<file path="src/rtl/core/srtc_pkg.sv">
// shared types, command codes and constants for the serial clock / parameter ram block
// no dependencies

package srtc_pkg;

    localparam logic [31:0] CYCLES_PER_SECOND = 32'd7833600;

    // command byte classification masks and codes
    localparam logic [7:0] CMD_EXT_MASK    = 8'h78;
    localparam logic [7:0] CMD_EXT         = 8'h38;
    localparam logic [7:0] CMD_SEC_MASK    = 8'he3;
    localparam logic [7:0] CMD_SEC_RD      = 8'h81;
    localparam logic [7:0] CMD_SEC_WR      = 8'h01;
    localparam logic [7:0] CMD_PRAM8_MASK  = 8'hf3;
    localparam logic [7:0] CMD_PRAM8_RD    = 8'ha1;
    localparam logic [7:0] CMD_PRAM8_WR    = 8'h21;
    localparam logic [7:0] CMD_PRAM16_MASK = 8'hc3;
    localparam logic [7:0] CMD_PRAM16_RD   = 8'hc1;
    localparam logic [7:0] CMD_PRAM16_WR   = 8'h41;
    localparam logic [7:0] CMD_WPROT       = 8'h35;
    localparam logic [7:0] CMD_TEST        = 8'h31;

    typedef enum logic [1:0] {
        PH_CMD      = 2'd0,
        PH_DATA     = 2'd1,
        PH_EXT2     = 2'd2,
        PH_EXT_DATA = 2'd3
    } t_phase;

    typedef struct packed {
        logic        func;
        logic [2:0]  lines;
        logic [15:0] cycles;
        logic [31:0] seconds_adjust;
    } t_in;

    typedef struct packed {
        logic data_driven;
        logic data_bit;
        logic second_pulse;
    } t_out;

    typedef struct packed {
        logic       rd;
        logic       wr;
        logic [7:0] addr;
        logic [7:0] wdata;
    } t_pram_req;

    typedef struct packed {
        logic       en;
        logic [1:0] sel;
        logic [7:0] data;
    } t_sec_wr;

    // parameter ram contents after reset
    function automatic logic [7:0] pram_default(input logic [7:0] addr);
        logic [7:0] val;
        case (addr)
            8'h08:   val = 8'h18;
            8'h09:   val = 8'h88;
            8'h0b:   val = 8'h20;
            8'h10:   val = 8'ha8;
            8'h13:   val = 8'h22;
            8'h1e:   val = 8'h64;
            default: val = 8'h00;
        endcase
        return val;
    endfunction

endpackage

</file>
<file path="src/rtl/core/srtc_pram.sv">
// 256 x 8 parameter ram with registered read and per-entry valid bits
// depends on srtc_pkg (request struct, reset contents)

module srtc_pram (
    input  logic                i_clk,
    input  logic                i_rst_n,
    input  srtc_pkg::t_pram_req i_req,
    output logic [7:0]          o_rdata
);
    import srtc_pkg::*;

    logic [7:0] mem [256];
    logic [255:0] r_valid;
    logic [7:0] r_q;
    logic       r_hit;
    logic [7:0] r_def;

    always_ff @(posedge i_clk) begin
        if (i_req.wr) begin
            mem[i_req.addr] <= i_req.wdata;
        end
        if (i_req.rd) begin
            r_q   <= mem[i_req.addr];
            r_def <= pram_default(i_req.addr);
        end
    end

    always_ff @(posedge i_clk) begin
        if (!i_rst_n) begin
            r_valid <= '0;
            r_hit   <= 1'b0;
        end else begin
            if (i_req.wr) begin
                r_valid[i_req.addr] <= 1'b1;
            end
            if (i_req.rd) begin
                r_hit <= r_valid[i_req.addr];
            end
        end
    end

    // an entry never written reads as its reset contents
    assign o_rdata = r_hit ? r_q : r_def;

endmodule

</file>
<file path="src/rtl/core/srtc_timer.sv">
// seconds counter and cycle prescaler, with byte writes from the serial side
// depends on srtc_pkg (CYCLES_PER_SECOND, t_sec_wr)

module srtc_timer (
    input  logic              i_clk,
    input  logic              i_rst_n,
    input  logic              i_tick,
    input  logic [15:0]       i_cycles,
    input  logic [31:0]       i_adjust,
    input  srtc_pkg::t_sec_wr i_sec_wr,
    output logic [31:0]       o_seconds,
    output logic              o_pulse
);
    import srtc_pkg::*;

    logic [31:0] r_seconds, n_seconds;
    logic [31:0] r_cycle_cnt, n_cycle_cnt;
    logic [31:0] cyc_sum;
    logic        wrap;

    assign cyc_sum = r_cycle_cnt + {16'd0, i_cycles};
    assign wrap    = cyc_sum > CYCLES_PER_SECOND;

    always_comb begin
        n_seconds   = r_seconds;
        n_cycle_cnt = r_cycle_cnt;
        if (i_tick) begin
            n_cycle_cnt = wrap ? cyc_sum - CYCLES_PER_SECOND : cyc_sum;
            n_seconds   = r_seconds + i_adjust + {31'd0, wrap};
        end else if (i_sec_wr.en) begin
            case (i_sec_wr.sel)
                2'd0:    n_seconds[7:0]   = i_sec_wr.data;
                2'd1:    n_seconds[15:8]  = i_sec_wr.data;
                2'd2:    n_seconds[23:16] = i_sec_wr.data;
                default: n_seconds[31:24] = i_sec_wr.data;
            endcase
        end
    end

    // seconds change unless adjust plus wrap is zero mod 2^32
    assign o_pulse = i_tick && (wrap ? (i_adjust != 32'hffff_ffff) : (i_adjust != 32'd0));
    assign o_seconds = r_seconds;

    always_ff @(posedge i_clk) begin
        if (!i_rst_n) begin
            r_seconds   <= '0;
            r_cycle_cnt <= '0;
        end else begin
            r_seconds   <= n_seconds;
            r_cycle_cnt <= n_cycle_cnt;
        end
    end

endmodule

</file>
<file path="src/rtl/core/srtc_serial.sv">
// three-wire serial protocol engine: command decode, bit shifting, write protect
// depends on srtc_pkg (command codes, t_phase, t_pram_req, t_sec_wr)

module srtc_serial (
    input  logic                i_clk,
    input  logic                i_rst_n,
    input  logic                i_line_en,
    input  logic [2:0]          i_lines,
    input  logic [31:0]         i_seconds,
    input  logic [7:0]          i_ram_rdata,
    output srtc_pkg::t_pram_req o_ram_req,
    output srtc_pkg::t_sec_wr   o_sec_wr,
    output logic                o_driven,
    output logic                o_data_level
);
    import srtc_pkg::*;

    t_phase     r_phase, n_phase;
    logic [2:0] r_last, n_last;
    logic [7:0] r_shift, n_shift;
    logic [7:0] r_first, n_first;
    logic [7:0] r_second, n_second;
    logic [2:0] r_bitcnt, n_bitcnt;
    logic       r_sending, n_sending;
    logic       r_level, n_level;
    logic       r_wp, n_wp;
    logic       r_ld_pend, n_ld_pend;

    logic [7:0] eff_shift;
    logic [7:0] sh_in;
    logic       shift_go;
    logic       byte_done;
    logic       first_ext;

    // ram read data enters the shift register in the cycle after the request
    assign eff_shift = r_ld_pend ? i_ram_rdata : r_shift;
    assign sh_in     = {eff_shift[6:0], i_lines[0]};
    assign shift_go  = i_line_en && !i_lines[2] && r_last[1] && !i_lines[1];
    assign byte_done = shift_go && !r_sending && (r_bitcnt == 3'd7);
    assign first_ext = (sh_in & CMD_EXT_MASK) == CMD_EXT;

    always_comb begin
        n_phase   = r_phase;
        n_sending = r_sending;
        n_bitcnt  = r_bitcnt;
        if (i_line_en && i_lines[2]) begin
            n_phase   = PH_CMD;
            n_sending = 1'b0;
            n_bitcnt  = '0;
        end else if (shift_go) begin
            n_bitcnt = r_bitcnt + 3'd1;
            if (r_sending) begin
                if (r_bitcnt == 3'd7) begin
                    n_sending = 1'b0;
                    n_phase   = PH_CMD;
                end
            end else if (byte_done) begin
                unique case (r_phase)
                    PH_CMD: begin
                        if (first_ext) begin
                            n_phase = PH_EXT2;
                        end else if (sh_in[7]) begin
                            n_phase   = PH_CMD;
                            n_sending = 1'b1;
                        end else begin
                            n_phase = PH_DATA;
                        end
                    end
                    PH_DATA: n_phase = PH_CMD;
                    PH_EXT2: begin
                        if (r_first[7]) begin
                            n_phase   = PH_CMD;
                            n_sending = 1'b1;
                        end else begin
                            n_phase = PH_EXT_DATA;
                        end
                    end
                    PH_EXT_DATA: n_phase = PH_CMD;
                    default: n_phase = PH_CMD;
                endcase
            end
        end
    end

    always_comb begin
        n_last    = i_line_en ? i_lines : r_last;
        n_shift   = eff_shift;
        n_ld_pend = 1'b0;
        n_first   = r_first;
        n_second  = r_second;
        n_level   = r_level;
        n_wp      = r_wp;
        o_driven  = 1'b0;
        o_ram_req = '0;
        o_sec_wr  = '0;
        if (shift_go) begin
            if (r_sending) begin
                n_level  = eff_shift[7];
                n_shift  = {eff_shift[6:0], eff_shift[7]};
                o_driven = 1'b1;
            end else begin
                n_shift = sh_in;
                if (byte_done) begin
                    unique case (r_phase)
                        PH_CMD: begin
                            n_first = sh_in;
                            if (!first_ext && sh_in[7]) begin
                                if ((sh_in & CMD_SEC_MASK) == CMD_SEC_RD) begin
                                    case (sh_in[3:2])
                                        2'd0:    n_shift = i_seconds[7:0];
                                        2'd1:    n_shift = i_seconds[15:8];
                                        2'd2:    n_shift = i_seconds[23:16];
                                        default: n_shift = i_seconds[31:24];
                                    endcase
                                end else if ((sh_in & CMD_PRAM8_MASK) == CMD_PRAM8_RD) begin
                                    o_ram_req.rd   = 1'b1;
                                    o_ram_req.addr = {6'b000010, sh_in[3:2]};
                                    n_ld_pend      = 1'b1;
                                end else if ((sh_in & CMD_PRAM16_MASK) == CMD_PRAM16_RD) begin
                                    o_ram_req.rd   = 1'b1;
                                    o_ram_req.addr = {4'b0001, sh_in[5:2]};
                                    n_ld_pend      = 1'b1;
                                end else begin
                                    n_shift = 8'h00;
                                end
                            end
                        end
                        PH_DATA: begin
                            if (r_first == CMD_WPROT) begin
                                n_wp = sh_in[7];
                            end else if (!r_wp) begin
                                if ((r_first & CMD_SEC_MASK) == CMD_SEC_WR) begin
                                    o_sec_wr.en   = 1'b1;
                                    o_sec_wr.sel  = r_first[3:2];
                                    o_sec_wr.data = sh_in;
                                end else if ((r_first & CMD_PRAM8_MASK) == CMD_PRAM8_WR) begin
                                    o_ram_req.wr    = 1'b1;
                                    o_ram_req.addr  = {6'b000010, r_first[3:2]};
                                    o_ram_req.wdata = sh_in;
                                end else if (r_first == CMD_TEST) begin
                                    // test register has no visible effect
                                    o_ram_req.wr = 1'b0;
                                end else if ((r_first & CMD_PRAM16_MASK) == CMD_PRAM16_WR) begin
                                    o_ram_req.wr    = 1'b1;
                                    o_ram_req.addr  = {4'b0001, r_first[5:2]};
                                    o_ram_req.wdata = sh_in;
                                end
                            end
                        end
                        PH_EXT2: begin
                            n_second = sh_in;
                            if (r_first[7]) begin
                                o_ram_req.rd   = 1'b1;
                                o_ram_req.addr = {r_first[2:0], sh_in[6:2]};
                                n_ld_pend      = 1'b1;
                            end
                        end
                        PH_EXT_DATA: begin
                            if (!r_wp) begin
                                o_ram_req.wr    = 1'b1;
                                o_ram_req.addr  = {r_first[2:0], r_second[6:2]};
                                o_ram_req.wdata = sh_in;
                            end
                        end
                        default: n_first = r_first;
                    endcase
                end
            end
        end
    end

    assign o_data_level = n_level;

    always_ff @(posedge i_clk) begin
        if (!i_rst_n) begin
            r_phase   <= PH_CMD;
            r_last    <= '0;
            r_shift   <= '0;
            r_first   <= '0;
            r_second  <= '0;
            r_bitcnt  <= '0;
            r_sending <= 1'b0;
            r_level   <= 1'b0;
            r_wp      <= 1'b0;
            r_ld_pend <= 1'b0;
        end else begin
            r_phase   <= n_phase;
            r_last    <= n_last;
            r_shift   <= n_shift;
            r_first   <= n_first;
            r_second  <= n_second;
            r_bitcnt  <= n_bitcnt;
            r_sending <= n_sending;
            r_level   <= n_level;
            r_wp      <= n_wp;
            r_ld_pend <= n_ld_pend;
        end
    end

endmodule

</file>
<file path="src/rtl/core/serial_rtc_pram_chip.sv">
// top level of the serial real-time clock with parameter ram
// depends on srtc_pkg, srtc_pram, srtc_timer, srtc_serial
//
//   channel | valid       | ready       | payload
//   --------+-------------+-------------+---------------------
//   input   | i_in_valid  | o_in_ready  | i_in_data  (t_in)
//   result  | o_out_valid | i_out_ready | o_out_data (t_out)
//
// an item is captured in the input register at its transfer and is processed once the output
// register is free or being emptied; its result is then registered in the output register
// one item per cycle sustained while the receiver is ready; the input register keeps taking
// items while a result waits, until both registers are full
// synchronous active-low reset; parameter ram entries read as their defaults
// until written, through one valid bit per entry, so no clearing pass

module serial_rtc_pram_chip (
    input  logic           i_clk,
    input  logic           i_rst_n,
    input  logic           i_in_valid,
    output logic           o_in_ready,
    input  srtc_pkg::t_in  i_in_data,
    output logic           o_out_valid,
    input  logic           i_out_ready,
    output srtc_pkg::t_out o_out_data
);
    import srtc_pkg::*;

    logic      r_in_v;
    t_in       r_in;
    logic      r_out_v;
    t_out      r_out;
    logic      fire;

    t_pram_req ram_req;
    t_sec_wr   sec_wr;
    logic [7:0]  ram_rdata;
    logic [31:0] seconds;
    logic      driven;
    logic      level;
    logic      pulse;

    assign fire       = r_in_v && (!r_out_v || i_out_ready);
    assign o_in_ready = !r_in_v || fire;

    srtc_pram u_pram (
        .i_clk   (i_clk),
        .i_rst_n (i_rst_n),
        .i_req   (ram_req),
        .o_rdata (ram_rdata)
    );

    srtc_timer u_timer (
        .i_clk     (i_clk),
        .i_rst_n   (i_rst_n),
        .i_tick    (fire && r_in.func),
        .i_cycles  (r_in.cycles),
        .i_adjust  (r_in.seconds_adjust),
        .i_sec_wr  (sec_wr),
        .o_seconds (seconds),
        .o_pulse   (pulse)
    );

    srtc_serial u_serial (
        .i_clk        (i_clk),
        .i_rst_n      (i_rst_n),
        .i_line_en    (fire && !r_in.func),
        .i_lines      (r_in.lines),
        .i_seconds    (seconds),
        .i_ram_rdata  (ram_rdata),
        .o_ram_req    (ram_req),
        .o_sec_wr     (sec_wr),
        .o_driven     (driven),
        .o_data_level (level)
    );

    always_ff @(posedge i_clk) begin
        if (!i_rst_n) begin
            r_in_v  <= 1'b0;
            r_out_v <= 1'b0;
        end else begin
            if (o_in_ready) begin
                r_in_v <= i_in_valid;
            end
            if (fire) begin
                r_out_v <= 1'b1;
            end else if (i_out_ready) begin
                r_out_v <= 1'b0;
            end
        end
    end

    always_ff @(posedge i_clk) begin
        if (o_in_ready && i_in_valid) begin
            r_in <= i_in_data;
        end
        if (fire) begin
            r_out.data_driven  <= driven;
            r_out.data_bit     <= level;
            r_out.second_pulse <= pulse;
        end
    end

    assign o_out_valid = r_out_v;
    assign o_out_data  = r_out;

endmodule

</file>
<file path="config.mk">
export PLATFORM = sky130hd
export DESIGN_NAME = serial_rtc_pram_chip
export DESIGN_NICKNAME = d
export VERILOG_FILES = /design/src/rtl/core/srtc_pkg.sv /design/src/rtl/core/srtc_pram.sv /design/src/rtl/core/srtc_timer.sv /design/src/rtl/core/srtc_serial.sv /design/src/rtl/core/serial_rtc_pram_chip.sv
export SDC_FILE = /design/constraint.sdc
export NUM_CORES = 2
export LEC_CHECK = 0
export BUFFER_PORTS_ARGS = -buffer_cell sky130_fd_sc_hd__buf_2
export CAP_MARGIN = 20
export CORE_MARGIN = 1
export CORE_UTILIZATION = 45
export DETAILED_ROUTE_END_ITERATION = 12
export PLACE_DENSITY_LB_ADDON = 0.15
export SYNTH_ARGS = -nofsm -noshare
export SYNTH_HDL_FRONTEND = slang
export SYNTH_SLANG_ARGS = --single-unit
</file>
<file path="constraint.sdc">
create_clock -name i_clk -period 15.1 [get_ports i_clk]
set_clock_uncertainty 0.05 [all_clocks]
set_input_delay 3.02 -clock i_clk [delete_from_list [all_inputs] [get_ports i_clk]]
set_output_delay 3.02 -clock i_clk [all_outputs]
set_load 0.02 [all_outputs]
</file>
# == Word level (Yosys, flattened, before mapping) ==
# Memories as Yosys holds them, arrays and structs flattened. A register that Yosys moved wholly into a read port is not among the register bits.
# Cells that the tools add are included.
# word_totals
output_inout_bits,5
n_memories,1
ramBits,2048
word_cells,187
reg_bits,420
inputBits,56
# mem_list
memory,words,word_bits,rd,rd_clocked_by_memory_dff,wr,line,text
u_pram.mem,256,8,1,1,1,srtc_pram.sv:12,logic [7:0] mem [256];
# classes
n_reduce_logical,44
mux,76
n_lt_le_gt_ge,3
bitwise,5
add_sub_neg,5
n_eq_ne,26
# ops
cell,n
256-bit bitwise OR,1
8-bit two-way mux,17
17-bit two-way mux,6
32-bit two-way mux,3
11-bit two-way mux,7
18-bit two-way mux,3
8-bit one-hot mux with 6 select lines,1
32-bit by 1-bit adder with 32-bit output,1
32-bit by 16-bit adder with 32-bit output,1
32-bit adder,1
32-bit by 23-bit greater-than comparator with 1-bit output (second input constant),1
32-bit != test (second input constant),1
8-bit one-hot mux with 4 select lines,1
32-bit nonzero test,1
32-bit by 23-bit subtractor with 32-bit output (second input constant),1
8-bit by 4-bit equality test with 1-bit output (second input constant),3
8-bit by 5-bit equality test with 1-bit output (second input constant),3
8-bit one-hot mux with 3 select lines,1
1-bit two-way mux,22
8-bit by 6-bit equality test with 1-bit output (second input constant),2
16-bit two-way mux,1
8-bit one-hot mux with 2 select lines,1
1-bit logical AND,13
2-bit nonzero test,6
other kinds (31),61

# == Longest topological paths before layout ==
# depth
ltp_word,17
depth_mapped,27
ltp_nobuf,26

# == By module ==
# From an unflattened synthesis, not the netlist that was laid out.
# unflattened
cells_unflattened,5341
area_unflattened_um2,99374.1
# modules_own_cells
module,cells_each,area_each_um2,n_inst,seq_area_each_um2
srtc_pram,4131,88880.2,1,67064.3
srtc_timer,838,6417.4,1,1281.2
srtc_serial,305,2298.5,1,620.6
serial_rtc_pram_chip,67,1778.0,1,1691.6

# == Worst setup path after synthesis ==
# Ideal clock, no wire load.
# synth_path
path_kind,input -> register
start,input port i_out_ready
end,memory u_pram.mem[0][6] (data pin)
t_required_ns,13.596
stages,7
arrival_ns,10.458
setup_ns,1.454
setup_slack_ns,3.138
path_cell_list,nand2b_1 > and4_1 > clkbuf_1 > clkbuf_1 > o21ai_0 > clkbuf_1 > nor2b_1
# synth_rtl
item,line,text
from (decl),serial_rtc_pram_chip.sv:23,"input logic i_out_ready,"
to (decl),srtc_pram.sv:12,

# == Final worst setup path ==
# layout_path
start,register u_pram.r_hit
end,register u_pram.r_q[1] (read register of u_pram.mem) (data pin)
# layout_between
elab_chain_len,11
elab_cells_between_ends,22
# layout_rtl
item,line,text
from (decl),srtc_pram.sv:15,logic r_hit;
from (signal assigned),srtc_pram.sv:37,r_hit <= r_valid[i_req.addr];
8-bit two-way mux *,srtc_pram.sv:43,assign o_rdata = r_hit ? r_q : r_def;
8-bit two-way mux *,srtc_serial.sv:36,assign eff_shift = r_ld_pend ? i_ram_rdata : r_shift;
4-bit equality test,srtc_serial.sv:119,end else if ((sh_in & CMD_PRAM16_MASK) == CMD_PRAM16_RD) begin
5-bit two-way mux or 1-bit two-way mux (tied branches),srtc_serial.sv:119,
5-bit two-way mux or 1-bit two-way mux (tied branches),srtc_serial.sv:115,end else if ((sh_in & CMD_PRAM8_MASK) == CMD_PRAM8_RD) begin
8-bit two-way mux or 1-bit two-way mux (tied branches),srtc_serial.sv:108,if ((sh_in & CMD_SEC_MASK) == CMD_SEC_RD) begin
8-bit two-way mux or 1-bit two-way mux (tied branches),srtc_serial.sv:107,if (!first_ext && sh_in[7]) begin
8-bit one-hot mux with 4 select lines or 1-bit one-hot mux with 2 select lines (tied branches),srtc_serial.sv:104,unique case (r_phase)
18-bit two-way mux *,srtc_serial.sv:103,if (byte_done) begin
18-bit two-way mux *,srtc_serial.sv:97,if (r_sending) begin
18-bit two-way mux *,srtc_serial.sv:96,if (shift_go) begin
to (decl),srtc_pram.sv:14,logic [7:0] r_q;
# Every way passes the cells marked *; elsewhere a longest branch is shown, timed or not.
# A chain may end at the register's enable or synchronous reset.

==> results.json <==
{
  "cp-startpoint": "u_pram.r_hit",
  "antenna_found_initial": 13,
  "timing.rr.end": "u_pram.r_q[1]",
  "slowest_stage": "dfxtp_1",
  "grt_pass1_wl_microns": 444000,
  "synth_area_leaders": "edfxtp_1 (64%), dfxtp_1 (7.2%), mux2i_1 (6.1%)",
  "synth-seq-cells": 2471,
  "yosys.area.top_type": "edfxtp_1",
  "cp-end-kind": "flop",
  "yosys_warnings": 0,
  "ios": 61,
  "holdPathEnd": "u_timer.r_cycle_cnt[14]",
  "power_density_mw_per_mm2": 127,
  "grt-ovfl-total": 0,
  "cp.arrival_ns": 8.71,
  "rsz0062_at_grt": "no",
  "period_share_pct": 53.3,
  "maxSlewHeadroom_pct": 15.3,
  "die_y_microns": 470,
  "netlist_area_sq_mm": 0.0987,
  "hold_buffers": 0,
  "grt_usage_pct": 27.6,
  "crit_type": "flop to flop",
  "crit_path_frequent_cell": "buf_4",
  "cts_resized": 0,
  "cts_tree": "built",
  "syn-instance-count": 7017,
  "core_sq_mm": 0.218,
  "ys_top_cells_by_count": "edfxtp_1 (2117), nor2_1 (918), a22oi_1 (632), mux2i_1 (599), o21ai_0 (547)",
  "drv_slew": 0,
  "synth_fp_nets": 7125,
  "worstHoldPathType": "flop to flop",
  "cp_slowest_stage_delay_ns": 1.10,
  "power_mw": 14.1,
  "min_path_cells": 2,
  "whs_ns": 0.405,
  "setup_viol": 0,
  "post-cts-setup-buffers": 0,
  "synth_top_flop_cell": "edfxtp_1",
  "vdd_drop_max_uv": 133,
  "leakage_nw": 33.3,
  "dr.pass1.iters": 6,
  "drive_above_1_share_pct": 9.38,
  "drt_iter0_drc": 8400,
  "synth_seq_area_share_pct": 71.6,
  "synth_edf_count": 2117,
  "dp_cells": 9618,
  "reg2reg_slack_ns": 7.05,
  "utilization_pct": 51.0,
  "fin_tns_setup_ns": 0,
  "cpLargestDelayFamily": "compound AO/OA/AOI/OAI gates",
  "crit_chain": "mux2i_1 > a21oi_1 > a21oi_1 > o31ai_4 > buf_4 > buf_4 > nor2_4 > buf_4 > buf_4 > a22oi_1 > o21ai_0 > a22oi_1 > a21oi_1 > nor4_2 > o22ai_1 > a21o_1",
  "wl_per_cell_microns": 30.9,
  "via_count": 63600,
  "path_max_fanout": 40,
  "ant_nets": 0,
  "yosysUniqueCellTypes": 89,
  "clockBufferDepth": 4,
  "path_clk_slew_ns": 0.06,
  "die_area_sq_mm": 0.221,
  "h-tree-depth": 5,
  "path_buf_inv": 4,
  "worst_pin_slew_ns": 1.27,
  "setup_ws_ns": 7.05,
  "hold_violations": 0,
  "start_kind": "flop",
  "area_growth_pct": 12.5,
  "r2r_cells": 16,
  "die_x_microns": 470,
  "max_freq_mhz": 124,
  "drc": 0,
  "netlist.area_leader.share_pct": 64.4,
  "r2r_start": "u_pram.r_hit",
  "dpl_cell_area_sq_mm": 0.102,
  "routed_wl_microns": 312000,
  "yosysMostFrequentCell": "edfxtp_1",
  "nNetsFinal": 7152,
  "syn_avg_cell_area_sq_um": 14.1,
  "hpwl_microns": 181000,
  "pre_cts_ws_ns": 6.53,
  "drv_cap": 0,
  "clock_latency_ns": 0.94,
  "cts_made_buffers": 276,
  "grt_pass1_vias": 60600,
  "io_buffers": 60,
  "rows": 171,
  "fin_cells": 10100,
  "postLayoutCellArea_sq_mm": 0.111,
  "hold_start": "u_timer.r_cycle_cnt[14]",
  "cp.required_ns": 15.75,
  "status": "finished, final reports clean",
  "synth-async-reset-ratio_pct": 0,
  "grt_max_degree": 182,
  "vias_per_cell": 6.29,
  "gp_congestion": 0.882,
  "root_buffer": "clkbuf_16",
  "cts_num_sinks": 2471,
  "min_period_ns": 8.05,
  "start_util_pct": 45.4
}
## worst register-to-register path: cells and delay by family, from the launching register on
kind	cells	cell delay, ns
simple gates	2	1.31
mux	1	0.29
flops	1	1.10
compound gates	9	2.76
buf+inv	4	2.31
## how the worst max path moves through the flow
stage,depth (start not counted),end,slack (ns)
6_report,16,u_pram.r_q[1],7.05
5_1_grt,26,u_timer.o_seconds[30],6.39
4_1_cts,26,u_timer.o_seconds[30],7.20
3_5_place_dp,13,u_pram.r_q[2],6.53
3_3_place_gp,17,u_pram.r_q[7],5.70
2_1_floorplan,7,u_pram.mem[0][6],3.14
## placed cells by master, fill, tap and decap left out, types with 63 or more instances in the layout
| master | n |
|---|---|
| a22oi_1 | 632 |
| clkbuf_16 | 286 |
| o21ai_0 | 546 |
| a21oi_1 | 215 |
| o211ai_1 | 69 |
| clkbuf_1 | 73 |
| nand2_1 | 186 |
| nor2_1 | 902 |
| nand3_1 | 99 |
| dfxtp_1 | 354 |
| a221oi_1 | 83 |
| edfxtp_1 | 2117 |
| buf_4 | 122 |
| buf_2 | 63 |
| mux2i_1 | 599 |
## state kept, by name, summed over array words and instances (netlist names), 2 cells and up
register             count
u_serial.r_first         8
u_serial.r_bitcnt        3
u_pram.r_q               8
u_serial.r_shift         8
u_timer.r_cycle_cnt     32
u_pram.r_def             6
u_serial.r_second        5
u_pram.mem            2048
u_pram.r_valid         256
o_out_data               3
u_timer.o_seconds       32
r_in                    52
u_serial.r_phase         2
## per-layer routing
metal  share of wire, %  up-vias  GRT usage (%)  routed length [microns]
met1                 42    32500           38.8                   130000
met5              0.011        -              0                       34
met4                4.0        6           11.0                    12400
met3                9.3      601           5.82                    29200
li1                   -    27300              -                        -
met2                 45     3235           41.9                   140000
## logic make-up (layout without fill, tap and decap cells)
| kind of cell | after synthesis | in the layout | share of synthesized area, % |
|---|---|---|---|
| other | 0 | 9 | 0 |
| adder cells (fa/ha/maj) | 53 | 53 | 0.692 |
| buffers and inverters | 488 | 721 | 2.09 |
| XOR/XNOR | 40 | 40 | 0.355 |
| AO/OA/AOI/OAI | 1877 | 1877 | 12.5 |
| flip-flops | 2471 | 2471 | 71.6 |
| multiplexers | 613 | 613 | 6.33 |
| AND/OR/NAND/NOR | 1475 | 1475 | 6.43 |
## report_power, final
| part | total [mW] | leakage, nW | internal (mW) | switching [mW] |
|---|---|---|---|---|
| logic | 0.149 | 11.4 | 0.0547 | 0.0940 |
| clock network | 6.62 | 4.33 | 3.94 | 2.68 |
| registers | 7.33 | 17.6 | 7.32 | 0.0153 |
## cell type report
type	count	area (sq um)
Antenna cell	9	22.5
Clock buffer	382	7750
Clock inverter	102	1070
Fill cell	18200	107000
Inverter	34	135
Multi-Input combinational cell	4058	26300
Sequential cell	2471	70700
Tap cell	2854	3570
Timing Repair Buffer	203	1590
Note: power is estimated with default switching activity, not from simulation.
